## config.mk

```make
export PLATFORM = sky130hd
export DESIGN_NAME = wdt_finish
export DESIGN_NICKNAME = d
export VERILOG_FILES = /design/src/wdt_pkg.sv /design/src/wdt_finish.sv
export VERILOG_INCLUDE_DIRS = /design/src /design/src/src
export SDC_FILE = /design/constraint.sdc
export NUM_CORES = 1
export LEC_CHECK = 0
export BUFFER_PORTS_ARGS = -buffer_cell sky130_fd_sc_hd__buf_2
export CAP_MARGIN = 15
export CORE_ASPECT_RATIO = 0.5
export CORE_MARGIN = 1
export CORE_UTILIZATION = 61
export CTS_BUF_LIST = sky130_fd_sc_hd__clkbuf_16
export CTS_CLUSTER_DIAMETER = 30
export DETAILED_ROUTE_END_ITERATION = 6
export GPL_TIMING_DRIVEN = 0
export PLACE_DENSITY = 0.95
export SLEW_MARGIN = 10
export SYNTH_ARGS = -nofsm -noshare
export SYNTH_HDL_FRONTEND = slang
export SYNTH_SLANG_ARGS = --single-unit
```

## constraint.sdc

```tcl
create_clock -name clock -period 10.9 [get_ports clock]
set_clock_uncertainty 0.05 [all_clocks]
set_input_delay 1.09 -clock clock [delete_from_list [all_inputs] [get_ports clock]]
set_output_delay 1.09 -clock clock [all_outputs]
set_load 0.02 [all_outputs]
```

## src/waypoint_distance_and_turn_unit_defines.svh

```systemverilog
// Assertion macros for the waypoint distance and turn unit.
// Define ASSERT_OFF to drop every check; no other dependencies.
`ifndef WAYPOINT_DISTANCE_AND_TURN_UNIT_DEFINES_SVH
`define WAYPOINT_DISTANCE_AND_TURN_UNIT_DEFINES_SVH

`ifndef ASSERT_OFF
// Property that must hold in the same cycle as its trigger.
`define WDT_ASSERT(lbl, clk, rst, pre, post) \
   lbl: assert property (@(posedge clk) disable iff (rst) (pre) |-> (post)) \
      else $error("waypoint unit: check failed");
// Property that must hold in the cycle after its trigger.
`define WDT_ASSERT_NEXT(lbl, clk, rst, pre, post) \
   lbl: assert property (@(posedge clk) disable iff (rst) (pre) |=> (post)) \
      else $error("waypoint unit: check failed");
`else
`define WDT_ASSERT(lbl, clk, rst, pre, post)
`define WDT_ASSERT_NEXT(lbl, clk, rst, pre, post)
`endif

`endif

```

## src/wdt_pkg.sv

```systemverilog
// Shared constants, arctangent table and pipeline control type for the
// waypoint distance and turn unit. No dependencies.
package wdt_pkg;

   localparam int FIELD_BITS    = 16;
   localparam int OUT_BITS      = 17;
   localparam int REQ_DATA_BITS = 80;
   localparam int RSP_DATA_BITS = 40;
   localparam int GUARD         = 24;
   localparam int TABLE_LEN     = 24;
   localparam logic [31:0] HALF_TURN_Z = 32'h8000_0000;

   // atan(2^-i) as a 32-bit binary angle, rounded to nearest
   localparam logic [31:0] ATAN_TURNS [TABLE_LEN] = '{
      32'h20000000, 32'h12E4051E, 32'h09FB385B, 32'h051111D4,
      32'h028B0D43, 32'h0145D7E1, 32'h00A2F61E, 32'h00517C55,
      32'h0028BE53, 32'h00145F2F, 32'h000A2F98, 32'h000517CC,
      32'h00028BE6, 32'h000145F3, 32'h0000A2FA, 32'h0000517D,
      32'h000028BE, 32'h0000145F, 32'h00000A30, 32'h00000518,
      32'h0000028C, 32'h00000146, 32'h000000A3, 32'h00000051
   };

   typedef struct packed {
      logic valid;
      logic null_vec;   // start and target coincide
   } wdt_ctl_type;

endpackage

```

## src/wdt_finish.sv

```systemverilog
// Final stages: bearing rounding, distance rounding, shortest turn and the
// result register. Depends on wdt_pkg.
`include "waypoint_distance_and_turn_unit_defines.svh"

module wdt_finish #(
   parameter int RB = 17,
   parameter int AB = 16
) (
   input  logic                              clock,
   input  logic                              reset,
   input  logic                              adv,
   input  logic [31:0]                       z_i,
   input  logic [RB-1:0]                     root_i,
   input  logic [RB+1:0]                     rem_i,
   input  logic [AB-1:0]                     head_i,
   input  wdt_pkg::wdt_ctl_type              ctl_i,
   output logic                              valid_o,
   output logic [wdt_pkg::OUT_BITS-1:0]      distance_o,
   output logic [wdt_pkg::OUT_BITS-1:0]      turn_offset_o
);

   localparam int TW = AB + 1;
   localparam logic [31:0] HALF_LSB = 32'(1) << (31 - AB);
   localparam logic signed [TW-1:0] HALF_TURN = {2'b01, {(AB - 1){1'b0}}};

   logic [31:0]                       bear_sum;
   logic [AB-1:0]                     bear_in, bear_ff, head_ff;
   logic [RB:0]                       dist_in, dist_ff;
   wdt_pkg::wdt_ctl_type              ctl_ff;
   logic [AB-1:0]                     right, left;
   logic signed [TW-1:0]              turn_full;
   logic                              valid_ff;
   logic [wdt_pkg::OUT_BITS-1:0]      distance_ff, turn_ff;

   always_comb begin
      bear_sum = z_i + HALF_LSB;
      bear_in  = ctl_i.null_vec ? '0 : bear_sum[31 -: AB];
      // round up when n exceeds root^2 + root
      dist_in  = (RB + 1)'(root_i) + (RB + 1)'(rem_i > (RB + 2)'(root_i));
   end

   always_comb begin
      right = head_ff - bear_ff;
      left  = bear_ff - head_ff;
      if (right < left) begin
         turn_full = -$signed({1'b0, right});
      end else begin
         turn_full = $signed({1'b0, left});
      end
   end

   always_ff @(posedge clock) begin
      if (reset) begin
         ctl_ff   <= '0;
         valid_ff <= 1'b0;
      end else if (adv) begin
         ctl_ff   <= ctl_i;
         valid_ff <= ctl_ff.valid;
      end
   end

   always_ff @(posedge clock) begin
      if (adv) begin
         bear_ff     <= bear_in;
         head_ff     <= head_i;
         dist_ff     <= dist_in;
         distance_ff <= wdt_pkg::OUT_BITS'(dist_ff);
         turn_ff     <= wdt_pkg::OUT_BITS'(turn_full);
      end
   end

   assign valid_o       = valid_ff;
   assign distance_o    = distance_ff;
   assign turn_offset_o = turn_ff;

   `WDT_ASSERT(a_turn_in_range, clock, reset, ctl_ff.valid, turn_full <= HALF_TURN && turn_full > -HALF_TURN)
   `WDT_ASSERT(a_null_distance, clock, reset, ctl_ff.valid && ctl_ff.null_vec, dist_ff == '0)

endmodule
```

; Word-level counts from Yosys, hierarchy flattened
; Cells that the tools add are included.
[op_classes]
addsub = 5
magnitude_cmp = 2
muxes = 1
[op_table]
columns = operator, count
row1 = 32-bit by 16-bit adder with 32-bit output (second input constant), 1
row2 = 16-bit subtractor, 2
row3 = 19-bit by 17-bit greater-than comparator with 1-bit output, 1
row4 = 17-bit by 1-bit adder with 17-bit output, 1
row5 = 16-bit negator with 17-bit output, 1
row6 = 16-bit less-than comparator, 1
row7 = 16-bit 2-to-1 mux, 1
[word_totals]
wordCells = 16
reg_bits = 85
output_inout_bits = 35

; Logic depth before layout (Yosys ltp)
[logic_depth]
ltp_word = 3
mapped_depth = 20

; Worst setup path after synthesis
; Ideal clock, no wire load.
[synth_path]
path_kind = register to register
start = register bear_ff[0]
end = register turn_ff (netlist bit turn_offset_o[15]), data pin
slack_ns = 6.913
arrival_time_ns = 3.662
n_path_buf = 1
required_time_ns = 10.575
stages_incl_launch_ff = 19
path_cell_list = edfxtp_1 inv_1 ha_1 inv_1 fa_1 a211oi_1 o21ai_1 a31oi_1 inv_1 a21o_1 a21oi_1 xor2_1 ha_1 and4_1 a21oi_1 nand2_1 a211oi_2 buf_4 o221ai_1
[synth_between]
elab_chain_len = 3
word_cells_on_any_way = 5
cone_classes = 3 x add/sub / 1 x order compare / 1 x mux
[synth_lines]
columns = item, line_no
row1 = start: declaration, wdt_finish.sv:27  ; logic [AB-1:0] bear_in, bear_ff, head_ff;
row2 = start signal: assignment, wdt_finish.sv:64  ; bear_ff <= bear_in;
row3 = 16-bit subtractor (on tied branches), "wdt_finish.sv:43, wdt_finish.sv:44"
row4 = 16-bit negator with 17-bit output / 16-bit less-than comparator (equally long branches), "wdt_finish.sv:46, wdt_finish.sv:45"
row5 = 16-bit 2-to-1 mux *, wdt_finish.sv:45  ; if (right < left) begin
row6 = net turn_full[15], wdt_finish.sv:31  ; logic signed [TW-1:0] turn_full;
row7 = end signal: assignment, wdt_finish.sv:68  ; turn_ff <= wdt_pkg::OUT_BITS'(turn_full);
row8 = end: declaration, wdt_finish.sv:33  ; logic [wdt_pkg::OUT_BITS-1:0] distance_ff, turn_ff;
; Mark *: on every way through the listed nets, which the timed path passes. The rest lies on a longest branch.
; A chain may end at the register's enable or synchronous reset.

; Worst setup path in the final report
; Same ends and word-level chain as after synthesis.

==> implementation parameters <==
Parameter                              Value

Clock tree
  Clk root buf    sky130_fd_sc_hd__clkbuf_16
  CTS tree    yes
  Number of buffers added to fix hold violations after cts    0
  Largest buffer count on any clock path    2
  Clock network latency to the later pin of the worst-skew pair    0.34 ns
  Number of clock sinks    85
  Number of H-tree levels    3
  Clock slew at reported path FFs    0.06 ns
  Number of CTS-inserted buffers    9
  Number of buffers inserted by post-CTS setup repair    0
  CTS-repair resized insts    0

Die
  Vert. Die Dim    72.70 microns
  Total Die Area    10420 sq um
  Die span in x    143.4 microns
  Row count    25
  I/O pin cnt    124
  Core Region    9572 sq um
  Initial Util    0.6370

Synth
  Cell count after synthesis    607
  Dominant synthesized flop cell    sky130_fd_sc_hd__edfxtp_1
  Combined area of all synthesized cells    6097 sq um
  Yosys warns    0
  Number of enable flip-flop cells after synthesis    83
  Synthesized area divided by synthesized cell count    10.04 sq um
  Syn Nets    762
  Cell variety after synth    63
  Seq cells post-synth    85
  Share of flip-flops with an asynchronous set or reset after synthesis    0
  Fraction of the yosys area taken by sequential cells    0.4153

Global route
  Maximum number of pins on one net before global-route repair    70
  Overflow after GRT    0
  Vias in the first global route    4662
  Global-route wire length before repair    21240 microns
  Number of antenna violations at the first check in global routing    2
  Global-route usage over all layers    0.2636

Drt
  Starting DRT DRC Count    380
  Via density per instance    5.707
  Remaining design rule violation count    0
  Total Routed Length    13030 microns
  Total via count after detailed routing    4948
  Routed length per placed instance    15.02 microns
  Drt pass-1 iters    4
  Post-route antenna net violation count    0

Setup path
  Buffers plus inverters on the worst setup path    4
  Critical path arrival    4.84 ns
  Critical path's top delay family    compound AO/OA/AOI/OAI gates
  Library cell contributing the largest single delay on the critical path    sky130_fd_sc_hd__a211oi_2
  Worst flop-to-flop path startpoint    bear_ff[0]
  WS Path Type    reg2reg
  Delay contributed by the slowest stage of the critical path    0.53 ns
  Element type at the critical path end    register
  Worst r2r dst    turn_offset_o[15]
  Crit path top cell by count    sky130_fd_sc_hd__inv_1
  Data required time at the worst endpoint    10.91 ns
  Crit-path max FO    10
  Crit path cell chain    inv_1 -> ha_1 -> inv_1 -> fa_1 -> a211oi_1 -> o21ai_1 -> a31oi_1 -> inv_1 -> a21o_1 -> a21oi_1 -> xor2_1 -> ha_1 -> and4_1 -> a21oi_1 -> nand2_1 -> a211oi_2 -> buf_4 -> o221ai_1
  Critical Path Source Type    register
  Worst-case reg-to-reg path depth    18
  R2R Setup Slk    6.07 ns

Placement
  Number of buffers added on ports    107
  Dpl cell area    6832 sq um
  Gp weighted congestion    0.8874
  DP Wirelength    9978 microns

STA
  Worst slew margin relative to its limit    0.4825
  Min Tclk post-route    4.829 ns
  Fmax    207.1 MHz
  Sum of negative setup slack    0 ns
  Number of slew-limit violations in the final report    0
  Transition time of the tightest slew-check pin    0.7642 ns
  Final period utilization    0.4431
  Final setup fails    0
  Hold Violations, Final    0
  Unrepaired setup endpoints after global routing    no

Flow run
  Number of maximum-capacitance violations    0

Finish
  Final instance area    7157 sq um
  Share of the core filled with cells in the final layout    0.7477
  Fraction of final layout cells sized beyond drive strength 1    0.2000
  Layout overhead on the synthesized area    17.38%
  Number of nets in the finished design    881
  Filler cell count    672

Pwr
  Static power due to leakage    3.175 nW
  Power density over the cells    174.4 nW/um^2
  Design Power    1.248 mW
  Peak supply drop    0.07608 mV

Worst hold path
  Worst Hold Depth    0
  Terminating pin of the worst hold path    distance_o[11]
  Worst Hold Class    reg2reg
  Hold path startpoint    dist_ff[11]

Status
  Result of the run    finished clean
-- layout by cell type, fill, tap and decap left out, types with 7 or more instances in the layout --
cell                          n
sky130_fd_sc_hd__mux2i_1      9
sky130_fd_sc_hd__nand4_1     12
sky130_fd_sc_hd__nor2b_1     12
sky130_fd_sc_hd__ha_1        64
sky130_fd_sc_hd__xnor2_1     38
sky130_fd_sc_hd__nor3_1      12
sky130_fd_sc_hd__xor2_1      25
sky130_fd_sc_hd__edfxtp_1    83
sky130_fd_sc_hd__clkbuf_16    9
sky130_fd_sc_hd__o21ai_0     26
sky130_fd_sc_hd__nand3_1     21
sky130_fd_sc_hd__a21o_1      19
sky130_fd_sc_hd__inv_1       58
sky130_fd_sc_hd__nand2_1     35
sky130_fd_sc_hd__clkbuf_1     7
sky130_fd_sc_hd__a21oi_1     35
sky130_fd_sc_hd__buf_2      115
sky130_fd_sc_hd__nor2_1      44
sky130_fd_sc_hd__o21a_1       8
-- sequential cells by signal, indices dropped and copies added, names as in the netlist --
signal	flops
dist_ff	17
distance_o	17
turn_offset_o	17
bear_ff	16
head_ff	16
ctl_ff	1
valid_o	1
-- cell type report --
class	count	area, sq um	share of cell area
flip-flops and latches	85	2532	0.3538
plain buffers	18	82.58	0.01154
clock inverters	6	95.09	0.01329
well taps	135	168.9	0.02360
clock buffers	9	225.2	0.03147
diodes	2	5.005	0.0006993
inverters	59	221.5	0.03094
multi-input cells	445	3261	0.4556
repair buffers	108	565.5	0.07902
-- worst max-delay path by stage --
stage | from | depth (start not counted) | endpoint | slack [ns]
CTS | bear_ff[0] | 18 | turn_offset_o[10] | 6.16
global placement | bear_ff[0] | 18 | turn_offset_o[15] | 6.24
global route | bear_ff[0] | 18 | turn_offset_o[13] | 5.75
finish | bear_ff[0] | 18 | turn_offset_o[15] | 6.07
floorplan | bear_ff[0] | 18 | turn_offset_o[15] | 6.91
detailed placement | bear_ff[0] | 18 | turn_offset_o[10] | 6.21
-- metal layers --
metal / vias to the layer above / global-route usage / routed length, microns
li1: 2424 / - / -
met1: 2262 / 0.3117 / 5373
met2: 222 / 0.4552 / 6308
met3: 38 / 0.08071 / 1057
met4: 2 / 0.1052 / 272
met5: - / 0 / 13
-- where the power goes --
group | leakage (nW) | internal (mW) | switching, mW | total, mW
registers | 0.827 | 0.426 | 0.0141 | 0.440
clock network | 0.156 | 0.202 | 0.128 | 0.329
logic | 2.19 | 0.190 | 0.290 | 0.479
total | 3.18 | 0.817 | 0.431 | 1.25
-- kinds of logic after synthesis --
logic type / after synthesis / synth area share
adders and majority gates: 66 / 0.1379
buffers and inverters: 77 / 0.04987
AOI/OAI and AO/OA: 130 / 0.1410
and+or+nand+nor: 175 / 0.1469
xor gates and xnor gates: 63 / 0.09050
DFF: 85 / 0.4154
muxes: 11 / 0.01847
-- synth_stat cells, types with 8 or more instances --
| master | count | area (sq um) |
|---|---|---|
| sky130_fd_sc_hd__o21ai_0 | 26 | 130.1 |
| sky130_fd_sc_hd__xnor2_1 | 38 | 332.8 |
| sky130_fd_sc_hd__nor2_1 | 44 | 165.2 |
| sky130_fd_sc_hd__nor3_1 | 12 | 60.06 |
| sky130_fd_sc_hd__ha_1 | 64 | 800.8 |
| sky130_fd_sc_hd__xor2_1 | 25 | 219.0 |
| sky130_fd_sc_hd__nand2_1 | 35 | 131.4 |
| sky130_fd_sc_hd__a21oi_1 | 35 | 175.2 |
| sky130_fd_sc_hd__a21o_1 | 19 | 142.6 |
| sky130_fd_sc_hd__mux2i_1 | 9 | 90.09 |
| sky130_fd_sc_hd__nand3_1 | 21 | 105.1 |
| sky130_fd_sc_hd__inv_1 | 58 | 217.7 |
| sky130_fd_sc_hd__buf_2 | 9 | 45.04 |
| sky130_fd_sc_hd__nand4_1 | 12 | 75.07 |
| sky130_fd_sc_hd__nor2b_1 | 12 | 75.07 |
| sky130_fd_sc_hd__o21a_1 | 8 | 60.06 |
| sky130_fd_sc_hd__edfxtp_1 | 83 | 2492 |
-- stage by stage --
step	setup slack [ns]	std cells	hold slack (ns)
floorplan	6.913	607	0.3503
global placement	6.245	849	0.3524
detailed placement	6.213	850	0.3545
CTS	6.160	865	0.3696
global route	5.754	865	0.3743
finish	6.071	867	0.3680
Power figures use the tool's default switching activity.
