**src/waypoint_distance_and_turn_unit_defines.svh**
```systemverilog
// Assertion macros for the waypoint distance and turn unit.
// Define ASSERT_OFF to drop every check; no other dependencies.
`ifndef WAYPOINT_DISTANCE_AND_TURN_UNIT_DEFINES_SVH
`define WAYPOINT_DISTANCE_AND_TURN_UNIT_DEFINES_SVH

`ifndef ASSERT_OFF
// Property that must hold in the same cycle as its trigger.
`define WDT_ASSERT(lbl, clk, rst, pre, post) \
   lbl: assert property (@(posedge clk) disable iff (rst) (pre) |-> (post)) \
      else $error("waypoint unit: check failed");
// Property that must hold in the cycle after its trigger.
`define WDT_ASSERT_NEXT(lbl, clk, rst, pre, post) \
   lbl: assert property (@(posedge clk) disable iff (rst) (pre) |=> (post)) \
      else $error("waypoint unit: check failed");
`else
`define WDT_ASSERT(lbl, clk, rst, pre, post)
`define WDT_ASSERT_NEXT(lbl, clk, rst, pre, post)
`endif

`endif

```
**src/wdt_pkg.sv**
```systemverilog
// Shared constants, arctangent table and pipeline control type for the
// waypoint distance and turn unit. No dependencies.
package wdt_pkg;

   localparam int FIELD_BITS    = 16;
   localparam int OUT_BITS      = 17;
   localparam int REQ_DATA_BITS = 80;
   localparam int RSP_DATA_BITS = 40;
   localparam int GUARD         = 24;
   localparam int TABLE_LEN     = 24;
   localparam logic [31:0] HALF_TURN_Z = 32'h8000_0000;

   // atan(2^-i) as a 32-bit binary angle, rounded to nearest
   localparam logic [31:0] ATAN_TURNS [TABLE_LEN] = '{
      32'h20000000, 32'h12E4051E, 32'h09FB385B, 32'h051111D4,
      32'h028B0D43, 32'h0145D7E1, 32'h00A2F61E, 32'h00517C55,
      32'h0028BE53, 32'h00145F2F, 32'h000A2F98, 32'h000517CC,
      32'h00028BE6, 32'h000145F3, 32'h0000A2FA, 32'h0000517D,
      32'h000028BE, 32'h0000145F, 32'h00000A30, 32'h00000518,
      32'h0000028C, 32'h00000146, 32'h000000A3, 32'h00000051
   };

   typedef struct packed {
      logic valid;
      logic null_vec;   // start and target coincide
   } wdt_ctl_type;

endpackage

```
**src/wdt_front.sv**
```systemverilog
// Front stages: coordinate deltas, squares, half-turn prerotation of the
// bearing vector and the squared distance. Depends on wdt_pkg.
`include "waypoint_distance_and_turn_unit_defines.svh"

module wdt_front #(
   parameter int CW = 16,
   parameter int AB = 16,
   parameter int W  = 43
) (
   input  logic                                clock,
   input  logic                                reset,
   input  logic                                adv,
   input  logic                                accept,
   input  logic [wdt_pkg::FIELD_BITS-1:0]      from_x,
   input  logic [wdt_pkg::FIELD_BITS-1:0]      from_y,
   input  logic [wdt_pkg::FIELD_BITS-1:0]      to_x,
   input  logic [wdt_pkg::FIELD_BITS-1:0]      to_y,
   input  logic [wdt_pkg::FIELD_BITS-1:0]      heading,
   output logic signed [W-1:0]                 x_o,
   output logic signed [W-1:0]                 y_o,
   output logic [31:0]                         z_o,
   output logic [2*CW+1:0]                     n_o,
   output logic [AB-1:0]                       head_o,
   output wdt_pkg::wdt_ctl_type                ctl_o
);

   localparam int NB = 2 * CW + 2;

   logic [CW-1:0]           fx, fy, tx, ty;
   logic signed [CW:0]      dx_in, dy_in;
   logic signed [CW:0]      dx_a_ff, dy_a_ff;
   logic [AB-1:0]           head_a_ff;
   wdt_pkg::wdt_ctl_type    ctl_a_ff;

   logic signed [2*CW+1:0]  prod_x, prod_y;
   logic signed [W-1:0]     ext_x, ext_y, x_b_in, y_b_in;
   logic [31:0]             z_b_in;
   logic [2*CW-1:0]         sq_x_ff, sq_y_ff;
   logic signed [W-1:0]     x_b_ff, y_b_ff;
   logic [31:0]             z_b_ff;
   logic [AB-1:0]           head_b_ff;
   wdt_pkg::wdt_ctl_type    ctl_b_ff;

   logic signed [W-1:0]     x_c_ff, y_c_ff;
   logic [31:0]             z_c_ff;
   logic [NB-1:0]           n_c_ff;
   logic [AB-1:0]           head_c_ff;
   wdt_pkg::wdt_ctl_type    ctl_c_ff;

   assign fx    = CW'(from_x);
   assign fy    = CW'(from_y);
   assign tx    = CW'(to_x);
   assign ty    = CW'(to_y);
   assign dx_in = $signed({1'b0, tx}) - $signed({1'b0, fx});
   assign dy_in = $signed({1'b0, ty}) - $signed({1'b0, fy});

   assign prod_x = dx_a_ff * dx_a_ff;
   assign prod_y = dy_a_ff * dy_a_ff;

   // vector is (dx, -dy) since rows grow downward; fold the left half plane
   always_comb begin
      ext_x = W'(dx_a_ff);
      ext_y = W'(dy_a_ff);
      if (dx_a_ff < 0) begin
         x_b_in = (-ext_x) <<< wdt_pkg::GUARD;
         y_b_in = ext_y <<< wdt_pkg::GUARD;
         z_b_in = wdt_pkg::HALF_TURN_Z;
      end else begin
         x_b_in = ext_x <<< wdt_pkg::GUARD;
         y_b_in = (-ext_y) <<< wdt_pkg::GUARD;
         z_b_in = '0;
      end
   end

   always_ff @(posedge clock) begin
      if (reset) begin
         ctl_a_ff <= '0;
         ctl_b_ff <= '0;
         ctl_c_ff <= '0;
      end else if (adv) begin
         ctl_a_ff.valid    <= accept;
         ctl_a_ff.null_vec <= 1'b0;
         ctl_b_ff.valid    <= ctl_a_ff.valid;
         ctl_b_ff.null_vec <= (dx_a_ff == 0) && (dy_a_ff == 0);
         ctl_c_ff          <= ctl_b_ff;
      end
   end

   always_ff @(posedge clock) begin
      if (adv) begin
         dx_a_ff   <= dx_in;
         dy_a_ff   <= dy_in;
         head_a_ff <= AB'(heading);
         sq_x_ff   <= prod_x[2*CW-1:0];
         sq_y_ff   <= prod_y[2*CW-1:0];
         x_b_ff    <= x_b_in;
         y_b_ff    <= y_b_in;
         z_b_ff    <= z_b_in;
         head_b_ff <= head_a_ff;
         x_c_ff    <= x_b_ff;
         y_c_ff    <= y_b_ff;
         z_c_ff    <= z_b_ff;
         n_c_ff    <= NB'(sq_x_ff) + NB'(sq_y_ff);
         head_c_ff <= head_b_ff;
      end
   end

   assign x_o    = x_c_ff;
   assign y_o    = y_c_ff;
   assign z_o    = z_c_ff;
   assign n_o    = n_c_ff;
   assign head_o = head_c_ff;
   assign ctl_o  = ctl_c_ff;

   `WDT_ASSERT(a_null_vector_zero, clock, reset, ctl_b_ff.valid && ctl_b_ff.null_vec, x_b_ff == 0 && y_b_ff == 0)

endmodule

```
**config.mk**
```make
export PLATFORM = sky130hd
export DESIGN_NAME = wdt_front
export DESIGN_NICKNAME = d
export VERILOG_FILES = /design/src/wdt_pkg.sv /design/src/wdt_front.sv
export VERILOG_INCLUDE_DIRS = /design/src /design/src/src
export SDC_FILE = /design/constraint.sdc
export NUM_CORES = 2
export LEC_CHECK = 0
export ABC_AREA = 1
export BUFFER_PORTS_ARGS = -buffer_cell sky130_fd_sc_hd__buf_2
export CAP_MARGIN = 30
export CORE_AREA = 2 2 292 207
export CTS_CLUSTER_DIAMETER = 80
export DETAILED_ROUTE_END_ITERATION = 7
export DIE_AREA = 0 0 294 209
export PLACE_DENSITY = 0.79
export SETUP_SLACK_MARGIN = 0.02
export SLEW_MARGIN = 40
export SYNTH_ARGS = -nofsm -noshare
export SYNTH_HDL_FRONTEND = slang
export SYNTH_SLANG_ARGS = --single-unit
```
**constraint.sdc**
```tcl
create_clock -name clock -period 6.2 [get_ports clock]
set_clock_uncertainty 0.1 [all_clocks]
set_input_delay 0.31 -clock clock [delete_from_list [all_inputs] [get_ports clock]]
set_output_delay 0.31 -clock clock [all_outputs]
set_load 0.1 [all_outputs]
```
======== Word-level counts from Yosys, hierarchy flattened ========
Cells that the tools add are included.
word-level totals
  logic and storage cells ................. 33
  output and inout port bits .............. 170
  input bits .............................. 84
  bits in registers ....................... 421
operators by class
  $add $sub $neg .......................... 5
  reductions and logical operators ........ 3
  order comparisons ....................... 1
  multipliers ............................. 2
  mux-type cells .......................... 3
operators with widths
  kind                                                                            number
  43-bit 2-to-1 mux                                                               2
  32-bit logical NOT                                                              2
  17-bit by 17-bit multiplier with 32-bit output                                  2
  17-bit negation with 19-bit output                                              2
  16-bit by 16-bit subtractor with 17-bit output                                  2
  32-bit by 32-bit adder with 33-bit output                                       1
  32-bit 2-to-1 mux                                                               1
  17-bit by 1-bit less-than comparator with 1-bit output (second input constant)  1
  1-bit logical AND                                                               1

======== Depth between registers and ports, before layout ========
  depth after elaboration ................. 2
  mapped depth ............................ 27
  mapped depth without buffers ............ 26

======== Worst setup path before layout ========
OpenSTA, ideal clock, no wires.
  path kind ............................... register -> register
  start point ............................. reg dx_a_ff[16]
  end point ............................... reg sq_x_ff[30], data pin
  path slack .............................. 221 ps
  clock period less this slack ............ 5979 ps
  data arrival time ....................... 5626 ps
  buffers on the path ..................... 2
  required time ........................... 5847 ps
  library setup time ...................... 253 ps
  cell stages (with the launch flop) ...... 21
  path through ............................ edfxtp_1 buf_2 buf_2 nand2_1 inv_1 fa_1 inv_1 fa_1 inv_1 fa_1 fa_1 fa_1 fa_1 ha_1 nand2_1 nor2_1 inv_1 nor4_1 nand2_1 nand4_1 nand2_1
on the way
  word-level cells in the longest chain between the ends .. 1
ends and longest elaborated chain
  element                                         line             text
  start: declaration                              wdt_front.sv:31  logic signed [CW:0] dx_a_ff, dy_a_ff;
  start signal: assignment                        wdt_front.sv:91  dx_a_ff <= dx_in;
  17-bit by 17-bit multiplier with 32-bit output  wdt_front.sv:57  assign prod_x = dx_a_ff * dx_a_ff;
  named net prod_x[30]                            wdt_front.sv:35  logic signed [2*CW+1:0] prod_x, prod_y;
  end signal: assignment                          wdt_front.sv:94  sq_x_ff <= prod_x[2*CW-1:0];
  end: declaration                                wdt_front.sv:38  logic [2*CW-1:0] sq_x_ff, sq_y_ff;
The timed path passes the listed nets, and every way through them passes these cells.
A chain may end at the register's enable or synchronous reset.

======== Final worst setup path ========
  start point ............................. reg dx_a_ff[16]
  end point ............................... reg sq_x_ff[31], data pin
Same word-level chain as after synthesis.

==> results.ini <==
[logic_synthesis]
synthFlopType = sky130_fd_sc_hd__edfxtp_1
ys_async_sr_fraction_pct = 0
yosys.cell_types.count = 52
yosysWarningCount = 0
syn_area_um2 = 33100
synth.yosys.seq_area_share_pct = 23.2
postSynthCellCount = 3713
post_synth_edffs = 253
postSynthRegisterBits = 258
post_synth.cell_area_avg_um2 = 8.92

[sta]
worst_slack_ns = 0.191
fin_crit_ns = 6.01
max-slew-margin-rel_pct = 55.6
final_min_period_over_clock_period_pct = 96.9
fin_tns_setup_ns = 0
setup_repair_after_global_routing_missed_its_margin = false
final_max_slew_viol_count = 0
final_hold_viol_count = 0
setup_viol = 0
max_freq_ghz = 0.166
worst_pin_slew_ns = 0.666

[layout]
final_cell_mix = sky130_fd_sc_hd__inv_1 (996), sky130_fd_sc_hd__nand2_1 (722), sky130_fd_sc_hd__fa_1 (510)
layout.nets = 4810
area.growth.synth_to_final_pct = 10.6
layout.filler_cells = 4911
antenna_cells_inserted = 0
layout_commonest_cell = sky130_fd_sc_hd__inv_1
drive_gt1_share_pct = 10.0
final_core_util_pct = 62.1

[clock_tree]
clock_sink_count = 258
cts.clk_slew.worst_paths_ns = 0.07
cts.htree.levels = 1
cts_buffer_depth = 3
cts_inserted_buffers = 29
worstSkewPairLatency_ns = 0.60
cts.root.buffer_cell = sky130_fd_sc_hd__clkbuf_16
tritoncts = built

[place]
preCtsSetupSlack_ns = 0.122
place_hpwl_um = 63600
gp_congestion = 0.973
place.port_buffers = 173

[drt]
drt_pass1_iterations = 6
detailedRoute.firstIterationViolations = 1966
route.detailed.vias_per_inst = 5.11
wl_per_cell_um = 16.0
detail_route.wirelength_um = 76200
via_count = 24400
route.detailed.drc = 0
detail-route-antenna-nets = 0

[grt]
grt_start_max_net_pins = 142
globalRouteOverflowTotal = 0
grt_pass1_wl_um = 126000
grt_antenna_before_repair = 0
gr-usage-all-layers_pct = 25.6
grt_pass1_vias = 24500

[floorplanning]
total_die_area_um2 = 61400
top_level_ports = 254
initial_utilization_pct = 56.1
die_height_um = 209
core_um2 = 59000
row_count = 75
floorplan.die.width_um = 294

[worst_hold_path]
hp-start = adv
hold_path.class = in -> reg

[critical_path]
crit_path_start_kind = register
critical_path_peak_fanout = 34
critical_path_class = reg -> reg
critical_path_required_ns = 6.44
startpoint = dx_a_ff[16]
critical_path_arrival_ns = 6.25
cp-end-kind = register
worstReg2RegStart = dx_a_ff[16]

[flow_run]
drv_cap = 0

[run_status]
outcome = completed

-- registers in the layout, indices dropped and copies added, names as in the netlist, 16 cells and up --
| name | count |
|---|---|
| dx_a_ff | 17 |
| y_o | 19 |
| x_o | 19 |
| sq_y_ff | 31 |
| n_o | 33 |
| head_a_ff | 16 |
| y_b_ff | 18 |
| head_o | 16 |
| x_b_ff | 18 |
| dy_a_ff | 17 |
| head_b_ff | 16 |
| sq_x_ff | 31 |
-- synth_stat cells (5+ instances only) --
library cell	count	share of area, %
sky130_fd_sc_hd__clkbuf_1	42	0.48
sky130_fd_sc_hd__a21oi_1	129	1.9
sky130_fd_sc_hd__inv_1	997	11
sky130_fd_sc_hd__o21ai_1	13	0.20
sky130_fd_sc_hd__buf_2	14	0.21
sky130_fd_sc_hd__xnor2_1	24	0.63
sky130_fd_sc_hd__ha_1	242	9.1
sky130_fd_sc_hd__buf_4	82	1.9
sky130_fd_sc_hd__nor4_1	5	0.094
sky130_fd_sc_hd__inv_2	6	0.068
sky130_fd_sc_hd__nand3_1	121	1.8
sky130_fd_sc_hd__fa_1	513	31
sky130_fd_sc_hd__a21o_1	11	0.25
sky130_fd_sc_hd__o21ai_0	67	1.0
sky130_fd_sc_hd__nand2_2	9	0.17
sky130_fd_sc_hd__nor2_1	183	2.1
sky130_fd_sc_hd__nand3b_1	6	0.14
sky130_fd_sc_hd__buf_6	6	0.20
sky130_fd_sc_hd__buf_1	14	0.16
sky130_fd_sc_hd__nand2_1	723	8.2
sky130_fd_sc_hd__edfxtp_1	253	23
sky130_fd_sc_hd__nor3_1	24	0.36
sky130_fd_sc_hd__nand4_1	33	0.62
sky130_fd_sc_hd__or2_2	5	0.094
sky130_fd_sc_hd__xor2_1	108	2.9
sky130_fd_sc_hd__dfxtp_1	5	0.30
sky130_fd_sc_hd__o21a_1	8	0.18
sky130_fd_sc_hd__o21bai_1	14	0.32
-- logic make-up (layout without fill, tap and decap cells) --
family          Yosys count  after routing  share of synthesized area (%)
buf+inv                1163           1364                           14.3
simple gates           1132           1132                           14.2
fa+ha+maj               755            755                           40.1
compound gates          272            272                           4.68
flops                   258            258                           23.2
xor+xnor                132            132                           3.49
other cells               1             81                         0.0113
-- path summary, 6_finish.rpt --
path / end / slack [ns] / cells past startpoint
worst max-delay path: sq_x_ff[31] / 0.19 / 19
worst min-delay path: sq_y_ff[26] / 0.04 / 1
worst max register to register: sq_x_ff[31] / 0.19 / 19
worst min register to register: x_o[25] / 0.31 / 0
-- cell type report --
class / instances / area (µm²) / share of cell area, %
Sequential cell: 258 / 7700 / 21.0
Timing Repair Buffer: 305 / 2120 / 5.78
Clock inverter: 24 / 299 / 0.816
Inverter: 1005 / 3780 / 10.3
Clock buffer: 30 / 729 / 1.99
Tap cell: 770 / 963 / 2.63
Multi-Input combinational cell: 2372 / 21100 / 57.5
-- through the flow --
stage	area, µm²	instances	hold slack, ns
after floorplan	33400	3793	0.300
after global placement	35000	4652	0.301
after detailed placement	35000	4652	0.305
after CTS	36200	4726	0.0117
after global routing	36700	4764	0.0340
final	36700	4764	0.0375
-- worst max-delay path, stage by stage (launching register included) --
cell	delay (ns)
sky130_fd_sc_hd__edfxtp_1	0.41
sky130_fd_sc_hd__buf_12	0.19
sky130_fd_sc_hd__nand2_1	0.12
sky130_fd_sc_hd__inv_1	0.09
sky130_fd_sc_hd__fa_1	0.59
sky130_fd_sc_hd__inv_1	0.10
sky130_fd_sc_hd__fa_2	0.59
sky130_fd_sc_hd__buf_4	0.17
sky130_fd_sc_hd__fa_1	0.47
sky130_fd_sc_hd__fa_1	0.57
sky130_fd_sc_hd__fa_1	0.43
sky130_fd_sc_hd__fa_1	0.49
sky130_fd_sc_hd__inv_1	0.04
sky130_fd_sc_hd__ha_1	0.37
sky130_fd_sc_hd__a21oi_1	0.34
sky130_fd_sc_hd__o21ai_0	0.14
sky130_fd_sc_hd__a21oi_1	0.23
sky130_fd_sc_hd__nand3_1	0.13
sky130_fd_sc_hd__nand3_1	0.10
sky130_fd_sc_hd__nand2_1	0.05
-- repair_timing --
action                                 4_1_cts  5_1_grt
hold buffers                                20        0
setup endpoints to repair                    0       23
setup buffers                                0       37
gates resized for setup                      0       20
endpoints found under the hold margin       22        0
-- routing by layer --
metal / GRT usage (%) / wire [µm]
met5: 0 / 0
met4: 4.33 / 1220
met3: 5.83 / 7670
met2: 37.5 / 32300
met1: 39.6 / 35000
Power is left out: the tool's default activity adds up to more than one toggle a clock period on the data nets, which glitch-free logic cannot reach.
