## src/waypoint_distance_and_turn_unit_defines.svh

```systemverilog
// Assertion macros for the waypoint distance and turn unit.
// Define ASSERT_OFF to drop every check; no other dependencies.
`ifndef WAYPOINT_DISTANCE_AND_TURN_UNIT_DEFINES_SVH
`define WAYPOINT_DISTANCE_AND_TURN_UNIT_DEFINES_SVH

`ifndef ASSERT_OFF
// Property that must hold in the same cycle as its trigger.
`define WDT_ASSERT(lbl, clk, rst, pre, post) \
   lbl: assert property (@(posedge clk) disable iff (rst) (pre) |-> (post)) \
      else $error("waypoint unit: check failed");
// Property that must hold in the cycle after its trigger.
`define WDT_ASSERT_NEXT(lbl, clk, rst, pre, post) \
   lbl: assert property (@(posedge clk) disable iff (rst) (pre) |=> (post)) \
      else $error("waypoint unit: check failed");
`else
`define WDT_ASSERT(lbl, clk, rst, pre, post)
`define WDT_ASSERT_NEXT(lbl, clk, rst, pre, post)
`endif

`endif

```

## src/wdt_pkg.sv

```systemverilog
// Shared constants, arctangent table and pipeline control type for the
// waypoint distance and turn unit. No dependencies.
package wdt_pkg;

   localparam int FIELD_BITS    = 16;
   localparam int OUT_BITS      = 17;
   localparam int REQ_DATA_BITS = 80;
   localparam int RSP_DATA_BITS = 40;
   localparam int GUARD         = 24;
   localparam int TABLE_LEN     = 24;
   localparam logic [31:0] HALF_TURN_Z = 32'h8000_0000;

   // atan(2^-i) as a 32-bit binary angle, rounded to nearest
   localparam logic [31:0] ATAN_TURNS [TABLE_LEN] = '{
      32'h20000000, 32'h12E4051E, 32'h09FB385B, 32'h051111D4,
      32'h028B0D43, 32'h0145D7E1, 32'h00A2F61E, 32'h00517C55,
      32'h0028BE53, 32'h00145F2F, 32'h000A2F98, 32'h000517CC,
      32'h00028BE6, 32'h000145F3, 32'h0000A2FA, 32'h0000517D,
      32'h000028BE, 32'h0000145F, 32'h00000A30, 32'h00000518,
      32'h0000028C, 32'h00000146, 32'h000000A3, 32'h00000051
   };

   typedef struct packed {
      logic valid;
      logic null_vec;   // start and target coincide
   } wdt_ctl_type;

endpackage

```

## src/wdt_iter_stage.sv

```systemverilog
// One pipeline stage: a CORDIC vectoring step (while IDX < STEPS) and a square-root digit step (while IDX < RB).
// Depends on wdt_pkg.
`include "waypoint_distance_and_turn_unit_defines.svh"

module wdt_iter_stage #(
   parameter int W     = 43,
   parameter int RB    = 17,
   parameter int AB    = 16,
   parameter int IDX   = 0,
   parameter int STEPS = 16
) (
   input  logic                       clock,
   input  logic                       reset,
   input  logic                       adv,
   input  logic signed [W-1:0]        x_i,
   input  logic signed [W-1:0]        y_i,
   input  logic [31:0]                z_i,
   input  logic [RB-1:0]              root_i,
   input  logic [RB+1:0]              rem_i,
   input  logic [2*RB-1:0]            n_i,
   input  logic [AB-1:0]              head_i,
   input  wdt_pkg::wdt_ctl_type       ctl_i,
   output logic signed [W-1:0]        x_o,
   output logic signed [W-1:0]        y_o,
   output logic [31:0]                z_o,
   output logic [RB-1:0]              root_o,
   output logic [RB+1:0]              rem_o,
   output logic [2*RB-1:0]            n_o,
   output logic [AB-1:0]              head_o,
   output wdt_pkg::wdt_ctl_type       ctl_o
);

   localparam int NB = 2 * RB;
   localparam bit DO_CORDIC = IDX < STEPS;
   localparam bit DO_SQRT   = IDX < RB;

   logic signed [W-1:0]   xs, ys, x_in, y_in, x_ff, y_ff;
   logic [31:0]           z_in, z_ff;
   logic [RB+1:0]         rem_sh, trial, rem_in, rem_ff;
   logic [RB-1:0]         root_in, root_ff;
   logic [NB-1:0]         n_in, n_ff;
   logic [AB-1:0]         head_ff;
   wdt_pkg::wdt_ctl_type  ctl_ff;

   always_comb begin
      xs      = x_i >>> IDX;
      ys      = y_i >>> IDX;
      rem_sh  = {rem_i[RB-1:0], n_i[NB-1 -: 2]};
      trial   = {root_i, 2'b01};
      x_in    = x_i;
      y_in    = y_i;
      z_in    = z_i;
      root_in = root_i;
      rem_in  = rem_i;
      n_in    = n_i;
      if (DO_CORDIC) begin
         // rotate toward the x axis
         if (y_i > 0) begin
            x_in = x_i + ys;
            y_in = y_i - xs;
            z_in = z_i + wdt_pkg::ATAN_TURNS[IDX];
         end else begin
            x_in = x_i - ys;
            y_in = y_i + xs;
            z_in = z_i - wdt_pkg::ATAN_TURNS[IDX];
         end
      end
      if (DO_SQRT) begin
         n_in = {n_i[NB-3:0], 2'b00};
         if (rem_sh >= trial) begin
            rem_in  = rem_sh - trial;
            root_in = {root_i[RB-2:0], 1'b1};
         end else begin
            rem_in  = rem_sh;
            root_in = {root_i[RB-2:0], 1'b0};
         end
      end
   end

   always_ff @(posedge clock) begin
      if (reset) begin
         ctl_ff <= '0;
      end else if (adv) begin
         ctl_ff <= ctl_i;
      end
   end

   always_ff @(posedge clock) begin
      if (adv) begin
         x_ff    <= x_in;
         y_ff    <= y_in;
         z_ff    <= z_in;
         root_ff <= root_in;
         rem_ff  <= rem_in;
         n_ff    <= n_in;
         head_ff <= head_i;
      end
   end

   assign x_o    = x_ff;
   assign y_o    = y_ff;
   assign z_o    = z_ff;
   assign root_o = root_ff;
   assign rem_o  = rem_ff;
   assign n_o    = n_ff;
   assign head_o = head_ff;
   assign ctl_o  = ctl_ff;

   `WDT_ASSERT_NEXT(a_hold_on_stall, clock, reset, !adv, $stable(ctl_ff) && $stable(root_ff) && $stable(z_ff))

endmodule

```

## config.mk

```make
export PLATFORM = sky130hd
export DESIGN_NAME = wdt_iter_stage
export DESIGN_NICKNAME = d
export VERILOG_FILES = /design/src/wdt_pkg.sv /design/src/wdt_iter_stage.sv
export VERILOG_INCLUDE_DIRS = /design/src /design/src/src
export SDC_FILE = /design/constraint.sdc
export NUM_CORES = 1
export LEC_CHECK = 0
export BUFFER_PORTS_ARGS = -buffer_cell sky130_fd_sc_hd__buf_2
export CAP_MARGIN = 20
export CORE_ASPECT_RATIO = 0.5
export CORE_MARGIN = 5
export CORE_UTILIZATION = 40
export CTS_CLUSTER_SIZE = 28
export DETAILED_ROUTE_END_ITERATION = 7
export SYNTH_ARGS = -nofsm -noshare
export SYNTH_HDL_FRONTEND = slang
export SYNTH_SLANG_ARGS = --single-unit
```

## constraint.sdc

```tcl
create_clock -name clock -period 5.2 [get_ports clock]
set_input_delay 1.04 -clock clock [delete_from_list [all_inputs] [get_ports clock]]
set_output_delay 1.04 -clock clock [all_outputs]
set_load 0.1 [all_outputs]
```

== Word level (Yosys, flattened, before mapping) ==
Index checks and enable logic that the tools add are counted.

* Bits in registers: 204
* Bits of input ports: 209
* Output and inout bits: 206
* Word-level logic and storage cells: 22

* Add/sub/neg operators: 6
* Order comparisons: 2
* Multiplexer cells: 5

{| class="wikitable"
|+ Operators with widths
! operator !! count
|-
| $mux 43 || 2
|-
| $sub 43x43->43 || 2
|-
| $add 43x43->43 || 1
|-
| $gt 43x1->1 const B || 1
|-
| $add 32x30->32 const B || 1
|-
| $mux 32 || 1
|-
| $sub 32x30->32 const B || 1
|-
| $ge 19x19->1 || 1
|-
| $mux 19 || 1
|-
| $sub 19x19->19 || 1
|-
| $mux 1 || 1
|}

== Depth between registers and ports, before layout ==
Gate-level depths: netlist (run 1).

* Word-level depth: 2
* Gate-level depth with buffers: 13
* Mapped depth without buffers: 12

== Worst setup path after synthesis (run 1) ==
Ideal clock, no wire load.

* Kind: input -> register
* Start: in x_i[6]
* End: reg x_ff[35], in the netlist x_o[35], data pin
* Library setup time: 268 ps
* Arrival time: 3253 ps
* Data required time: 4932 ps
* Path slack: 1679 ps
* Stages: 12
* Path buffers: 1
* Cells stage by stage: inv_1 ha_1 buf_6 inv_2 a221o_1 nor2b_1 o31a_1 o211a_4 a311oi_2 nor3_1 a211o_1 xnor2_1

* Word-level cells in the longest chain between the ends: 2
* Elaborated cells on any way between the ends: 3
* Classes of those cells: add/sub: 2; mux: 1

{| class="wikitable"
|+ RTL lines
! element !! line !! source
|-
| start, declared || wdt_iter_stage.sv:15 || <nowiki>input logic signed [W-1:0] x_i,</nowiki>
|-
| $sub 43x43->43 or $add 43x43->43 (tied branches) || wdt_iter_stage.sv:63, wdt_iter_stage.sv:59 ||
|-
| $mux 43 * || wdt_iter_stage.sv:58 || <nowiki>if (y_i > 0) begin</nowiki>
|-
| net x_in[35] || wdt_iter_stage.sv:37 || <nowiki>logic signed [W-1:0] xs, ys, x_in, y_in, x_ff, y_ff;</nowiki>
|-
| end signal, assigned || wdt_iter_stage.sv:90 || <nowiki>x_ff <= x_in;</nowiki>
|-
| end, declared || wdt_iter_stage.sv:37 ||
|}

Mark *: on every way through the listed nets, which the timed path passes. The rest lies on a longest branch.
A chain may end at the register's enable or synchronous reset.

== Final worst setup path (run 1) ==
* Start: in x_i[17]
* End: reg y_ff[40], in the netlist y_o[40], data pin

* Word-level cells in the longest chain between the ends: 2
* Elaborated cells on any way between the ends: 3
* Classes of those cells: add/sub: 2; mux: 1

{| class="wikitable"
|+ RTL lines
! element !! line !! source
|-
| $add 43x43->43 or $sub 43x43->43 (tied branches) || wdt_iter_stage.sv:64, wdt_iter_stage.sv:60 ||
|-
| $mux 43 * || wdt_iter_stage.sv:58 ||
|-
| net y_in[40] || wdt_iter_stage.sv:37 ||
|-
| end signal, assigned || wdt_iter_stage.sv:91 || <nowiki>y_ff <= y_in;</nowiki>
|-
| end, declared || wdt_iter_stage.sv:37 ||
|}

Marks and branches as above.

==> run summary, run 1 <==
Summed over all cells, the static leakage comes to 8.20 nW. The clock-pin slew reported for the worst setup and hold paths after clock tree synthesis is 60 ps. The power after layout came out at about 6.7 mW. The buffer and inverter count on the worst path is 2.

From synthesis to final layout, the design area changed by 21.5%. The maximum clock frequency came out at 228 MHz. The remaining global-route overflow came out at 0.

The normalized max-slew margin is 42.5%. The average cell area after synthesis came out at 9.30 µm². The layout filler cell count is between 3k and 4k.

Using the TritonRoute via totals, the vias-per-cell ratio works out to 5.55. In this run, distinct cell masters in the synthesized netlist total 81. The flip-flop and latch count after synthesis came out at 203.

The starting utilization of the core area is 40.8%. The number of synthesized flops with an enable pin is 201. The clock latency of the later-clocked register in the worst-skew pair is 550 ps. The maximum vdd drop came out at ~0.00023 V. Counting the buffers created by CTS gives 21.

The die is 287 µm wide. The overall fraction of global-route tracks in use came out at 24.3%. The die is 148 µm tall. The category of the worst setup path capture point is a flop. The maximum net fanout on the critical path is 12.

The ratio of cells with drive above 1 in the final layout is between 20% and 30%. The Yosys step of the flow raised 0 warnings. The number of core rows came out at 50. For this run, the number of standard cells in the final layout without fillers is 2,585. The number of gates given a new drive strength after cts came out at 0. The count of port buffers added during placement came out at between 400 and 500. The number of nets in the final layout is 2,402. The final-report max-slew violation count came out at 0. The sum of negative setup slack came out at 0 ps. The detailed placement HPWL came out at 44.0 mm. The level count of the clock H-tree came out at 1. Dividing the final minimum period by the clock period gives 84.3%.

In this run the post-CTS setup repair buffer count came out at 0. For this run, asynchronously set or reset flops after synthesis account for 0%. After detailed routing, the average wire length per cell comes to between 20 and 25 µm. The global-route met3 utilization came out at 4.81%.

The most common cell after layout, fill and taps aside is buf_2. The remaining number of nets flagged by the antenna check after routing came out at 0. Data on the critical path is required at its endpoint by 5510 ps. The number of global-route vias before repair came to 13.5k. The met1 track demand over resource came out at 34.4%. The top cell family by delay on the critical path is compound AO/OA/AOI/OAI gates. After synthesis the cells add up to 0.0153 mm². For the finished layout, the period the worst path requires is around 4400 ps. The worst path arrival time came out at 4690 ps.

The number of remaining DRC errors is 0. The number of maximum-capacitance violations came out at 0. The detailed router finished its first iteration with 1,473 violations. The total power per unit cell area came out at 358 mW/mm². On the critical path, the stage with the largest delay is an instance of nor4_1.

The cell total after placement came out at 2,541. Setup repair after global routing left no endpoint under its margin. Routability-driven placement finished with a final weighted congestion of 0.971. In the layout the commonest cells are 409 x buf_2, 201 x edfxtp_1, 183 x a21oi_1. The kind of critical path is in2reg. In this run the most used layer during global routing was met2. The worst-case setup slack after placement came out at 591 ps. The number of endpoints failing setup at the final stage is 0.

Clock tree synthesis selected as its root buffer the cell clkbuf_16. At the pin with the least slew margin, the transition time is about 850 ps. The top-level I/O count came out at 415. The pin count of the biggest net entering global routing came out at 90. The sequential fraction of the synthesis area came out at approximately 40%. The die area is between 0.04 and 0.05 mm². The detailed router placed roughly 14k vias in this run.

The met2 usage in global routing is between 30 and 40%. The initial antenna violation count came out at 6. The area of the placeable core came out at 0.0376 mm². The flow ran to the end, and the final reports show no timing, DRC or antenna violations. The clock tree skew after final layout is 0 ps. CTS saw 203 sinks. On the final layout, the worst hold slack is 509 ps. The prevailing post-synth register cell is edfxtp_1. The global-route wire length before repair is approximately 81 mm. The clock tree from TritonCTS is yes. The number of detailed-routing iterations run before antenna repair came out at 6. The number of hold-repair buffers added at the cts stage came out at 0. The total wire length came out at ~55 mm. The cell count after synthesis is around 1.7k. The final count of hold timing violations came out at 0. For this run, the slowest stage of the critical path takes 750 ps. The signal on the critical path passes through buf_2 > inv_1 > ha_1 > nand4_1 > nor4_1 > o211ai_1 > a21oi_1 > nor2_1 > o21ai_0 > a2111oi_0 > a31oi_1 > xnor2_1.

In the post-route analysis, the smallest setup slack over all paths is 815 ps. The maximum clock insertion buffer count is 3. The worst setup path is launched from an input port. The tightest min-delay check is of the reg2reg type.
==> worst paths after layout <==
path	depth (start not counted)	end	slack, ps	from
setup reg to reg	2	ctl_o[0]$_SDFFE_PP0P_	4590	ctl_o[0]$_SDFFE_PP0P_
hold reg to reg	2	ctl_o[1]$_SDFFE_PP0P_	510	ctl_o[1]$_SDFFE_PP0P_
hold / removal	2	ctl_o[1]$_SDFFE_PP0P_	510	ctl_o[1]$_SDFFE_PP0P_
setup / recovery	12	y_o[40]$_DFFE_PP_	820	x_i[17]
==> report_power, final <==
part | internal [mW] | total, mW | switching, mW | leakage, nW
sequential | 2.06 | 2.11 | 0.0449 | 1.98
combinational | 0.629 | 3.08 | 2.45 | 5.91
clock | 0.805 | 1.49 | 0.680 | 0.305
==> final cells by class <==
type / count / area [µm²] / share of cell area [%]
Antenna cell: 6 / 15.0 / 0.0805
Clock buffer: 29 / 556 / 2.98
Sequential cell: 203 / 6080 / 32.6
Tap cell: 520 / 651 / 3.49
Multi-Input combinational cell: 1228 / 8380 / 45.0
Clock inverter: 9 / 85.1 / 0.456
Timing Repair Buffer: 437 / 2300 / 12.3
Inverter: 153 / 578 / 3.10
==> flip-flops by register name, summed over array words and instances, names as in the netlist <==
| name | cells |
|---|---|
| ctl_o | 2 |
| y_o | 42 |
| head_o | 16 |
| z_o | 32 |
| root_o | 17 |
| rem_o | 19 |
| n_o | 32 |
| x_o | 43 |
==> Yosys cell counts (all sizes together) (19+ instances only) <==
library cell	n	area, µm²
edfxtp	201	6040
a21oi	184	925
inv	150	566
ha	145	1810
o21ai	131	656
nor2	125	472
nand2	106	398
xnor2	80	701
nor3	37	185
buf	36	196
nand4	33	206
a21o	32	240
clkbuf	31	118
o21bai	28	210
nor2b	27	169
nor4	24	150
mux2i	23	230
o21a	22	165
nand3	21	105
xor2	20	175
nand2b	19	119
==> worst min-delay path: stages (launching register included) <==
cell	delay, ps
dfxtp_1	330
mux2i_1	70
nor2_1	80
==> kinds of logic (layout without fill, tap and decap cells) <==
logic type               Yosys count  in the layout  share of synthesized area (%)
adder cells (fa/ha/maj)          149            149                           12.3
multiplexers                      24             24                           1.57
flip-flops                       203            203                           39.6
XOR/XNOR                         100            100                           5.71
AO/OA/AOI/OAI                    534            534                           22.0
other                              1              8                         0.0244
buffers and inverters            220            628                           5.81
AND/OR/NAND/NOR                  419            419                           13.0
==> routing by layer <==
| metal | wire length [µm] | vias to the layer above |
|---|---|---|
| li1 | - | 6785 |
| met1 | 24000 | 6775 |
| met2 | 24600 | 691 |
| met3 | 5020 | 85 |
| met4 | 1340 | 0 |
| met5 | 0 | - |
==> stage by stage <==
stage               utilization (%)  instance area, µm²
floorplan                         -               15300
finish                         49.6               18600
global route                   49.6               18600
CTS                            49.6               18600
detailed placement             47.8               18000
global placement               47.8               18000
Power figures use the tool's default switching activity.
==> inputs of run 2 (changes only) <==
ABC_AREA = 1   (was unset)
clock period = 4.1 ns   (was 5.2 ns; I/O delays follow)
==> run 2 against run 1 <==
- wire length grew 27%
- final area grew 15%
- clock-buffer cell count is the same
- sequential cell count is the same
- global-route usage grew 2.2 points
- die area grew 18%
- power grew 30%
- first-iteration DRC count grew 9.4%
- via count grew 28%
- register-to-register slack lost 1000 ps
- highest routed layer unchanged
==> run summary, run 2 <==
The normalized max-slew margin is 51.5% (+8.9 points). The detailed placement HPWL is 58.4 mm (+33%). The flip-flop count of the largest register after layout came to 43 (unchanged). The area of the placeable core came out at 0.0452 mm² (+20%). The clock tree skew after final layout is 0 ps (unchanged). The endpoint of the most critical register-to-register path is ctl_o[1]$_SDFFE_PP0P_. The routability congestion estimate from global placement came out at 1.01 (+3.9%).

In the layout the commonest cells are 776 x nand2_1, 409 x buf_2, 379 x inv_1. The average cell area after synthesis came out at 7.11 µm² (-24%). The worst hold path stage count came to 2 (unchanged). The share of async-settable or async-resettable flops after synthesis was 0% (unchanged). Ranked by instance count, the synthesized netlist is headed by 776 x nand2_1, 379 x inv_1, 225 x nand3_1. The worst path arrival time is 3230 ps (-1460 ps). The flip-flop and latch count after synthesis came to 203 (unchanged). The total CTS buffers came out at 22 (+4.8%). The synthesized area came out at 0.0183 mm² (+19%). Ranked by total cell area, the synthesized netlist is headed by edfxtp_1 33%, nand2_1 16%, ha_1 9.9%, inv_1 7.8%, nand3_1 6.1%. The die span in y came out at 161 µm (+8.7%).

The launch point of the worst hold path is reset. In this run the critical register-to-register path is launched from ctl_o[1]$_SDFFE_PP0P_. The final instance area came out at 0.0215 mm² (+15%). The clock tree from TritonCTS is yes.

The number of buffers added for setup after CTS is 0 (unchanged). The clock net sink count came to 203 (unchanged). The worst min-delay path category is in2reg. The maximum clock insertion buffer count is 3 (unchanged). The sequential fraction of the synthesis area is 33.1% (-6.5 points). The number of endpoints failing setup at the final stage was 0 (unchanged). The final-report max-slew violation count is 0 (unchanged). The count of warnings emitted by yosys came out at 0 (unchanged). The number of global-route vias before repair is 17.3k (+29%). The total wire length is 69.5 mm (+27%). The ratio of cells with drive above 1 in the final layout came out at 19.7% (-4.3 points). The cell taking the most area after synthesis is edfxtp_1. Based on the critical path, the design can be clocked at up to approximately 340 MHz.

The initial antenna violation count is 1 (-5). The sum of negative setup slack came out at 0 ps (unchanged). The data required time at the worst endpoint is 4390 ps (-1120 ps). Dividing the final minimum period by the clock period gives 71.8%. The number of remaining DRC errors is 0 (unchanged). The shortest period the worst path allows is 2950 ps. The remaining number of nets flagged by the antenna check after routing is 0 (unchanged). The routed length per instance came to 19.4 µm (-8.5%). The total via count after detailed routing is 18.3k (+28%). The number of core rows came to 55 (+10%). The count of port buffers added during placement came out at 410 (unchanged).

The final count of hold timing violations came out at 0 (unchanged). The cell count after synthesis is 2,578 (+56%). The path with the worst hold slack has its endpoint at ctl_o[0]$_SDFFE_PP0P_. The relative area change from synthesis to final layout is 17.0%. The worst setup path is of the in2reg kind. The level count of the clock H-tree came out at 1 (unchanged). The number of unique standard cell types used by synthesis is 53 (-35%). The number of detailed-routing iterations run before antenna repair was 6 (unchanged). The end-of-flow core utilization came to 47.4% (-2.1 points).

The pin count of the biggest net entering global routing came out at 75 (-17%). The top-level I/O count is 415 (unchanged). The maximum net fanout on the critical path is 4 (-8). The total power per unit cell area is 404 mW/mm² (+13%).

The die area came out at 0.0505 mm² (+18%). The leakage power came out at 10.9 nW (+33%). The area share of the largest cell type after synthesis is 32.9% (-6.4 points). The clock-pin slew reported for the worst setup and hold paths after clock tree synthesis was 60 ps (about the same). The area after detailed placement is 0.0208 mm² (+15%). The global-route wire length before repair was 103 mm (+27%). The number of maximum-capacitance violations came out at 0 (unchanged). The remaining global-route overflow was 0 (unchanged). The worst setup path is launched from an input port. The maximum vdd drop came out at 0.000307 V (+36%).

The number of design-rule violations left by the first detailed-router iteration is 1,611 (+9.4%). The number of nets in the final layout was 3,317 (+38%). The transition time of the tightest slew-check pin came out at 720 ps (-133 ps). Leaving out fill and tap cells, the most frequent cell in the layout is nand2_1.

The power after layout came out at 8.66 mW (+30%). The clock latency of the later-clocked register in the worst-skew pair was 560 ps (about the same). In the synthesized netlist the dominant register cell turns out to be edfxtp_1. The number of gates given a new drive strength after cts was 0 (unchanged). The via count normalized by instance count came out at 5.13 (-7.5%).

The root buffer cell is clkbuf_16. The number of hold-repair buffers added at the cts stage came out at 0 (unchanged). The run finished with clean final reports. STA classifies the critical path endpoint as a flop. nand2_1 is the most common cell in the netlist.

The overall fraction of global-route tracks in use was 26.5% (+2.2 points). The count of cells along the worst register-to-register path came out at 2 (unchanged). The number of synthesized flops with an enable pin came out at 201 (unchanged). The internal reg-to-reg setup slack came out at 3550 ps (-1040 ps).

The x dimension of the die came to 313 µm (+9.0%). Setup repair after global routing left no endpoint under its margin. The starting utilization of the core area came out at 40.5% (-0.26 points).
==> run 2: cell count changes after synthesis, sizes merged, moves of 20 or more <==
| cell | before | now |
|---|---|---|
| mux2i | 23 | 0 |
| o21a | 22 | 2 |
| nor2b | 27 | 0 |
| buf | 36 | 63 |
| xnor2 | 80 | 7 |
| inv | 150 | 387 |
| clkbuf | 31 | 1 |
| a21o | 32 | 2 |
| nor2 | 125 | 265 |
| nor4 | 24 | 3 |
| nand2 | 106 | 814 |
| nand3 | 21 | 230 |
| xor2 | 20 | 42 |
==> run 2: logic make-up (layout without fill, tap and decap cells) <==
family / count (synthesis) / after routing / share of synthesized area [%]
simple gates: 1390 / 1390 / 33.4
compound gates: 333 / 333 / 10.0
fa+ha+maj: 149 / 149 / 10.3
flops: 203 / 203 / 33.1
xor+xnor: 49 / 49 / 2.34
other cells: 1 / 3 / 0.0205
buf+inv: 453 / 848 / 10.7
==> run 2: critical path: stages <==
cell and delay, ps:
buf_2 100, inv_1 110, ha_1 270, fa_1 400, inv_1 170, nand2_1 70, nand3_1 340, nand2_1 90
nand2_1 260, nand2_1 110, nand2_2 100, nand2_1 70, nand2_1 70, nand2_1 50, nand3_1 80, nand2_1 130
==> run 2: area by class of cell <==
| type | instances | area [µm²] |
|---|---|---|
| fill | 4702 | 23800 |
| multi-input combinational | 1923 | 10300 |
| sequential | 203 | 6080 |
| timing repair buffer | 420 | 2170 |
| inverter | 389 | 1460 |
| tap | 598 | 748 |
| clock buffer | 29 | 587 |
| clock inverter | 10 | 101 |
| antenna | 1 | 2.50 |
==> run 2: layer usage <==
| metal | track usage, % | vias to the layer above | wire length, µm |
|---|---|---|---|
| met4 | 5.20 | 0 | 1600 |
| met3 | 5.04 | 94 | 6000 |
| met2 | 43.5 | 720 | 30900 |
| met5 | 0 | - | 0 |
| met1 | 36.8 | 8461 | 30900 |
| li1 | - | 9051 | - |
==> run 2: worst max path at each step <==
| stage | slack [ps] | end | start |
|---|---|---|---|
| after floorplan | 1490 | z_o[31]$_DFFE_PP_ | y_i[20] |
| after global placement | 650 | y_o[32]$_DFFE_PP_ | y_i[0] |
| after detailed placement | 640 | y_o[32]$_DFFE_PP_ | y_i[0] |
| after CTS | 1250 | y_o[32]$_DFFE_PP_ | y_i[0] |
| after global routing | 1030 | y_o[32]$_DFFE_PP_ | x_i[21] |
| final | 1150 | y_o[32]$_DFFE_PP_ | y_i[0] |
==> run 2: stage by stage <==
step	hold WS, ps	std cells	setup slack [ps]
after floorplan	889	2579	1490
after global placement	443	3533	651
after detailed placement	455	3533	645
after CTS	387	3572	1250
after global routing	397	3573	1030
final	428	3573	1150
==> run 2: where the power goes <==
part / total (mW) / leakage (nW) / switching [mW] / internal, mW
registers: 2.63 / 1.98 / 0.0523 / 2.58
logic: 4.07 / 8.63 / 3.28 / 0.787
clock network: 1.96 / 0.324 / 0.878 / 1.08
